[config.mk]
export PLATFORM = sky130hd
export DESIGN_NAME = serial_adc_reader_level_classifier
export DESIGN_NICKNAME = d
export VERILOG_FILES = /design/src/sarlc_pkg.sv /design/src/sarlc_classify.sv /design/src/serial_adc_reader_level_classifier.sv
export SDC_FILE = /design/constraint.sdc
export NUM_CORES = 1
export LEC_CHECK = 0
export ABC_AREA = 0
export BUFFER_PORTS_ARGS = -buffer_cell sky130_fd_sc_hd__clkbuf_2
export CORE_MARGIN = 2
export CORE_UTILIZATION = 30
export DETAILED_ROUTE_END_ITERATION = 7
export GPL_TIMING_DRIVEN = 0
export MAX_ROUTING_LAYER = met4
export SKIP_CTS_REPAIR_TIMING = 1
export SYNTH_ARGS = -nofsm -noshare
export SYNTH_HDL_FRONTEND = slang
export SYNTH_HIERARCHICAL = 1
export SYNTH_SLANG_ARGS = --single-unit
[constraint.sdc]
create_clock -name clk -period 3.45 [get_ports clk]
set_clock_uncertainty 0.2 [all_clocks]
set_input_delay 0.69 -clock clk [delete_from_list [all_inputs] [get_ports clk]]
set_output_delay 0.69 -clock clk [all_outputs]
set_load 0.02 [all_outputs]
[src/sarlc_pkg.sv]
// Shared types and constants for the serial converter readout and level classifier.
package sarlc_pkg;

  localparam int NUM_THRESH = 5;
  localparam int THRESH_W   = 24;
  localparam int VALUE_W    = 24;
  localparam int LEVEL_W    = 3;
  localparam int CFG_ADDR_W = 5;
  localparam int CFG_DATA_W = 32;
  localparam int CFG_IDX_W  = 3;

  typedef logic [THRESH_W-1:0]                  thresh_t;
  typedef thresh_t [NUM_THRESH-1:0]             thresh_arr_t;
  typedef logic [LEVEL_W-1:0]                   level_t;

  // register indexes
  localparam logic [CFG_IDX_W-1:0] REG_THRESH_ONE   = 3'd0;
  localparam logic [CFG_IDX_W-1:0] REG_THRESH_TWO   = 3'd1;
  localparam logic [CFG_IDX_W-1:0] REG_THRESH_THREE = 3'd2;
  localparam logic [CFG_IDX_W-1:0] REG_THRESH_FOUR  = 3'd3;
  localparam logic [CFG_IDX_W-1:0] REG_THRESH_FIVE  = 3'd4;

  localparam thresh_arr_t THRESH_RESET = {
    24'd200000, 24'd190000, 24'd180000, 24'd170000, 24'd160000
  };

  localparam level_t LEVEL_NONE  = 3'd0;
  localparam level_t LEVEL_ONE   = 3'd1;
  localparam level_t LEVEL_TWO   = 3'd2;
  localparam level_t LEVEL_THREE = 3'd3;
  localparam level_t LEVEL_FOUR  = 3'd4;
  localparam level_t LEVEL_FIVE  = 3'd5;

endpackage

[src/sarlc_classify.sv]
// Sign extension of the shifted-in reading and threshold level classification.
module sarlc_classify
  import sarlc_pkg::*;
#(
  parameter int SAMPLE_BITS = 24
) (
  input  logic [SAMPLE_BITS-1:0] raw,
  input  thresh_arr_t            thresh,
  output logic [VALUE_W-1:0]     value,
  output level_t                 level
);

  localparam int CW = (SAMPLE_BITS > THRESH_W) ? SAMPLE_BITS : THRESH_W;
  localparam logic [SAMPLE_BITS-1:0] SIGN_CODE = {1'b1, {(SAMPLE_BITS-1){1'b0}}};
  localparam logic [SAMPLE_BITS-1:0] POS_RAIL  = ~SIGN_CODE;

  logic signed [CW-1:0] v_ext;
  logic signed [CW-1:0] t_ext [NUM_THRESH];
  logic                 rail;

  assign v_ext = CW'($signed(raw));

  always_comb begin
    for (int i = 0; i < NUM_THRESH; i++) begin
      t_ext[i] = CW'($signed(thresh[i]));
    end
  end

  assign rail  = (raw == POS_RAIL) || (raw == SIGN_CODE);
  assign value = v_ext[VALUE_W-1:0];

  // level none below threshold one; else tested top down, highest met wins
  always_comb begin
    if (v_ext < t_ext[0] || rail) begin
      level = LEVEL_NONE;
    end else if (v_ext >= t_ext[4]) begin
      level = LEVEL_FIVE;
    end else if (v_ext >= t_ext[3]) begin
      level = LEVEL_FOUR;
    end else if (v_ext >= t_ext[2]) begin
      level = LEVEL_THREE;
    end else if (v_ext >= t_ext[1]) begin
      level = LEVEL_TWO;
    end else begin
      level = LEVEL_ONE;
    end
  end

endmodule

[src/serial_adc_reader_level_classifier.sv]
// Top level: serial converter readout sequencer, result register and threshold registers.
//
//  channel | direction | ports                         | handshake
//  --------+-----------+-------------------------------+-------------------------
//  in      | input     | in_data_pin                   | in_valid / in_stall
//  out     | output    | out_clock_out, out_sample_*,  | out_valid / out_stall
//          |           | out_fill_level                |
//  cfg     | APB slave | cfg_p*                        | psel / penable, pready=1
//
// One beat in, one registered beat out; a beat can be taken every cycle unless stalled.
// A full sample takes 2*SAMPLE_BITS+2 input beats from the ready tick to delivery.
// Synchronous active-low reset returns the sequencer to idle and thresholds to defaults.
// in_stall is raised only while the result register holds a beat that out_stall holds.
module serial_adc_reader_level_classifier
  import sarlc_pkg::*;
#(
  parameter int SAMPLE_BITS = 24
) (
  input  logic                  clk,
  input  logic                  rst_n,
  // input channel
  input  logic                  in_valid,
  output logic                  in_stall,
  input  logic                  in_data_pin,
  // result channel
  output logic                  out_valid,
  input  logic                  out_stall,
  output logic                  out_clock_out,
  output logic                  out_sample_ready,
  output logic [VALUE_W-1:0]    out_sample_value,
  output logic [LEVEL_W-1:0]    out_fill_level,
  // configuration
  input  logic                  cfg_psel,
  input  logic                  cfg_penable,
  input  logic                  cfg_pwrite,
  input  logic [CFG_ADDR_W-1:0] cfg_paddr,
  input  logic [CFG_DATA_W-1:0] cfg_pwdata,
  output logic [CFG_DATA_W-1:0] cfg_prdata,
  output logic                  cfg_pready
);

  localparam int BCW = $clog2(SAMPLE_BITS + 1);
  localparam logic [BCW-1:0] BITS_TOTAL = BCW'(SAMPLE_BITS);

  typedef enum logic [1:0] {
    PH_IDLE,
    PH_HIGH,
    PH_LOW,
    PH_EXTRA
  } phase_t;

  phase_t                   phase_r, phase_nxt;
  logic [BCW-1:0]           bit_count_r, bit_count_nxt;
  logic [SAMPLE_BITS-1:0]   shift_reg_r, shift_reg_nxt;
  thresh_arr_t              thresh_r;

  logic                     out_valid_r;
  logic                     clock_out_r, clock_nxt;
  logic                     ready_r, ready_nxt;
  logic [VALUE_W-1:0]       value_r, value_nxt;
  level_t                   level_r, level_nxt;

  logic                     in_fire;
  logic                     cfg_wr;
  logic [CFG_IDX_W-1:0]     cfg_idx;
  logic [VALUE_W-1:0]       cls_value;
  level_t                   cls_level;

  assign in_stall = out_valid_r & out_stall;
  assign in_fire  = in_valid & ~in_stall;

  assign cfg_pready = 1'b1;
  assign cfg_idx    = cfg_paddr[CFG_ADDR_W-1:2];
  assign cfg_wr     = cfg_psel & cfg_penable & cfg_pwrite & cfg_pready;

  always_comb begin
    case (cfg_idx)
      REG_THRESH_ONE, REG_THRESH_TWO, REG_THRESH_THREE,
      REG_THRESH_FOUR, REG_THRESH_FIVE: begin
        cfg_prdata = CFG_DATA_W'($signed(thresh_r[cfg_idx]));
      end
      default: begin
        cfg_prdata = '0;
      end
    endcase
  end

  sarlc_classify #(
    .SAMPLE_BITS (SAMPLE_BITS)
  ) u_classify (
    .raw    (shift_reg_r),
    .thresh (thresh_r),
    .value  (cls_value),
    .level  (cls_level)
  );

  always_comb begin
    phase_nxt     = phase_r;
    bit_count_nxt = bit_count_r;
    shift_reg_nxt = shift_reg_r;
    clock_nxt     = 1'b0;
    ready_nxt     = 1'b0;
    value_nxt     = '0;
    level_nxt     = LEVEL_NONE;
    case (phase_r)
      PH_IDLE: begin
        // data line low means a conversion is waiting
        if (!in_data_pin) begin
          clock_nxt     = 1'b1;
          bit_count_nxt = '0;
          shift_reg_nxt = '0;
          phase_nxt     = PH_HIGH;
        end
      end
      PH_HIGH: begin
        shift_reg_nxt = {shift_reg_r[SAMPLE_BITS-2:0], in_data_pin};
        bit_count_nxt = bit_count_r + 1'b1;
        phase_nxt     = PH_LOW;
      end
      PH_LOW: begin
        clock_nxt = 1'b1;
        phase_nxt = (bit_count_r < BITS_TOTAL) ? PH_HIGH : PH_EXTRA;
      end
      PH_EXTRA: begin
        ready_nxt = 1'b1;
        value_nxt = cls_value;
        level_nxt = cls_level;
        phase_nxt = PH_IDLE;
      end
      default: begin
        phase_nxt = PH_IDLE;
      end
    endcase
  end

  always_ff @(posedge clk) begin
    if (!rst_n) begin
      phase_r     <= PH_IDLE;
      bit_count_r <= '0;
      shift_reg_r <= '0;
      thresh_r    <= THRESH_RESET;
      out_valid_r <= 1'b0;
      clock_out_r <= 1'b0;
      ready_r     <= 1'b0;
      value_r     <= '0;
      level_r     <= LEVEL_NONE;
    end else begin
      if (cfg_wr) begin
        case (cfg_idx)
          REG_THRESH_ONE, REG_THRESH_TWO, REG_THRESH_THREE,
          REG_THRESH_FOUR, REG_THRESH_FIVE: begin
            thresh_r[cfg_idx] <= cfg_pwdata[THRESH_W-1:0];
          end
          default: begin
          end
        endcase
      end
      if (in_fire) begin
        phase_r     <= phase_nxt;
        bit_count_r <= bit_count_nxt;
        shift_reg_r <= shift_reg_nxt;
        out_valid_r <= 1'b1;
        clock_out_r <= clock_nxt;
        ready_r     <= ready_nxt;
        value_r     <= value_nxt;
        level_r     <= level_nxt;
      end else if (!out_stall) begin
        out_valid_r <= 1'b0;
      end
    end
  end

  assign out_valid        = out_valid_r;
  assign out_clock_out    = clock_out_r;
  assign out_sample_ready = ready_r;
  assign out_sample_value = value_r;
  assign out_fill_level   = level_r;

endmodule
==> impl_metrics.csv <==
group,metric,value,unit
placement,dpl_worst_slack,-191,ps
synthesis,synth-xor-area-share,0,
routing,initialDrtViolationCount,1020,
timing,rsz0062_at_grt,"no",
clock_network,cts_buffers,17,
synthesis,synth-adder-area-share,0.130,
worst_hold_path,min_path_type,"flop to flop",
timing,setup_violations,1,
setup_path,required,3630,ps
setup_path,crit_arrival,3730,ps
placement,gp_congestion,1.01,
setup_path,end_kind,"flop",
floorplanning,fp.dieW,200,microns
setup_path,crit_fanout,10,
synthesis,synth-seq-cells,181,
timing,period_share,1.03,
floorplanning,die_h,200,microns
floorplanning,rows,71,
grt,track_usage,0.223,
synthesis,async_flop_share,0,
timing,clock.fmax,282,MHz
synthesis,synth_edf_count,0,
grt,grt_pass1_wl,64300,microns
routing,via_count,11000,
synthesis,yosysSeqAreaShare,0.314,
grt,grt-ovfl-total,0,
final_layout,area_growth,14.8,%
floorplanning,dieArea,0.0400,sq mm
synthesis,synth_compound_area_frac,0.156,
clock_network,htree_levels,4,
timing,finalHoldViolCount,0,
worst_hold_path,hold_start,"out_sample_value[4]$_SDFFE_PN0P_",
clock_network,cts_tree,"done",
final_layout,nets,1686,
setup_path,crit_type,"flop to flop",
setup_path,cp-start-kind,"flop",
setup_path,timing.rr.start,"shift_reg_r[18]$_SDFFE_PN0P_",
setup_path,cp_top_family,"simple AND/OR/NAND/NOR gates",
synthesis,syn_nets,1570,
timing,slew_violations,0,
routing,post_drt_via_cell_ratio,5.39,
routing,post_drt_wl_per_cell,20.9,microns
routing,wl,42800,microns
run_status,outcome,"finished, violations left",
synthesis,synth-simple-area-share,0.177,
grt,grt_max_degree,17,
clock_network,cts.reportedPaths.clkPinSlew,70,ps
power_and_ir_drop,leakage,5.85,nW
clock_network,clockBufferDepth,2,
setup_path,crit_start,"shift_reg_r[18]$_SDFFE_PN0P_",
placement,post-dp-hpwl,31900,microns
grt,antenna_found_initial,1,
power_and_ir_drop,peakVddDrop,0.358,mV
power_and_ir_drop,powerDensity,341,mW/mm^2
final_layout,post_route_cells_drive_above_1_share,0.146,
floorplanning,initial_core_util,0.305,
setup_path,cpMaxStageDelayCell,"dfxtp_1",
timing,fin_ws,-101,ps
synthesis,synth_area,0.0115,sq mm
clock_network,cts_root_buffer,"clkbuf_16",
synthesis,synth_cells,1405,
timing,period_needed,3550,ps
synthesis,synth.distinct_cells,66,
synthesis,synth.avg_cell_area,8.20,sq um
setup_path,worstPathBufferInverterCount,0,
run,max_cap_violations,0,
synthesis,synthFlopType,"dfxtp_1",
floorplanning,coreArea,0.0378,sq mm
clock_network,clock_latency,450,ps
run_status,failed_checks,"negative setup slack",
routing,first_pass_iters,5,
final_layout,fin_util,0.351,
setup_path,worstPathCellList,"ha_1 > nand4_1 > nor4_2 > o31ai_1 > nand3_1 > a21oi_1 > a311oi_1 > nand3_1 > a21oi_1",
timing,slew-limit-headroom,0.286,
routing,drc,0,
power_and_ir_drop,power,0.00451,W
synthesis,yosys_warnings,6,
routing,postRouteAntennaNets,0,
placement,portBuffers,94,
clock_network,clock-sinks,181,
floorplanning,io_pins,109,
synthesis,muxShareOfSynthArea,0.116,
synthesis,synth_top_family_by_area,"simple AND/OR/NAND/NOR gates",
timing,worst_pin_slew,1060,ps
grt,grt_pass1_vias,10600,
setup_path,slowest_delay,680,ps
## Yosys cell counts (2+ instances only)
cell type	number	share of area
and3_1	2	0.0011
buf_12	2	0.0035
nor2_1	60	0.020
nand3b_1	8	0.0052
nand3_1	100	0.043
a2bb2oi_1	7	0.0053
clkbuf_1	60	0.020
o21ai_0	59	0.026
mux2i_1	109	0.095
mux4_2	9	0.018
nand2b_1	9	0.0049
buf_2	17	0.0074
nor3_1	3	0.0013
buf_4	37	0.024
nor4b_1	3	0.0023
o2111a_1	5	0.0049
dfxtp_1	181	0.31
or3_1	2	0.0011
buf_6	4	0.0039
a2111oi_0	3	0.0023
a22oi_1	4	0.0026
mux2_2	3	0.0029
nor4_1	11	0.0060
and2_1	2	0.0011
a211oi_1	4	0.0026
inv_1	138	0.045
a21o_1	10	0.0065
nor3b_1	10	0.0065
a211oi_2	2	0.0022
o21bai_1	6	0.0039
ha_1	120	0.13
a21boi_0	4	0.0026
nand4_1	32	0.017
o311ai_0	6	0.0046
o211ai_1	5	0.0033
nor2b_1	11	0.0060
o31ai_1	28	0.018
buf_1	5	0.0016
a21oi_1	141	0.061
nand2_1	154	0.050
o21ai_1	4	0.0017
## cell type report
type / count / area [sq um]
Fill cell: 3965 / 24500
Multi-Input combinational cell: 960 / 6700
Sequential cell: 181 / 3630
Buffer: 125 / 699
Tap cell: 511 / 639
Inverter: 139 / 522
Timing Repair Buffer: 97 / 493
Clock buffer: 21 / 460
Clock inverter: 11 / 90.1
Antenna cell: 1 / 2.50
## cell families after synthesis
kind of cell / after synthesis
other cells: 1
compound gates: 298
flops: 181
fa+ha+maj: 120
buf+inv: 264
simple gates: 419
mux: 122
## final timing paths
path                                                    endpoint  slack, ps  cells after the start
worst max-delay path              out_fill_level[0]$_SDFFE_PN0P_       -100                      9
worst min-delay path            out_sample_value[4]$_SDFFE_PN0P_        250                      2
worst max register to register    out_fill_level[0]$_SDFFE_PN0P_       -100                      9
worst min register to register  out_sample_value[4]$_SDFFE_PN0P_        250                      2
## placed cells by master, fill, tap and decap left out, types with 11 or more instances in the layout
master,instances
dfxtp_1,174
nand2_1,154
a21oi_1,141
inv_1,138
ha_1,120
mux2i_1,109
nand3_1,100
clkbuf_2,95
clkbuf_1,60
nor2_1,60
o21ai_0,59
buf_4,40
nand4_1,32
o31ai_1,28
clkbuf_16,17
buf_2,16
nor2b_1,11
## worst register-to-register path: stages (launching register included)
cell	delay, ps
dfxtp_1	680
ha_1	260
nand4_1	290
nor4_2	590
o31ai_1	270
nand3_1	200
a21oi_1	120
a311oi_1	570
nand3_1	140
a21oi_1	160
## sequential cells by signal (all words and copies together), names as in the netlist
register          flops
thresh_r            120
out_sample_value     24
shift_reg_r          24
bit_count_r           5
out_fill_level        3
phase_r               2
out_clock_out         1
out_sample_ready      1
out_valid             1
## layer usage
metal / share of wire / GRT usage
met1: 0.45 / 0.296
met2: 0.43 / 0.336
met3: 0.088 / 0.0457
met4: 0.029 / 0.0746
met5: 0 / -
## power by group
part	internal [W]	switching, W
combinational	0.000137	0.000345
sequential	0.00210	0.0000135
clock	0.000975	0.000934
## per-stage QoR
stage | hold slack [ps] | cell area (sq um) | cells | setup TNS [ps]
after floorplan | 244 | 11500 | 1405 | 0
after global placement | 241 | 12600 | 2010 | -1470
after detailed placement | 245 | 12600 | 2010 | -1630
after CTS | 255 | 13200 | 2042 | -1670
after global routing | 278 | 13200 | 2046 | 0
final | 252 | 13200 | 2046 | -101
Note: power is estimated with default switching activity, not from simulation.
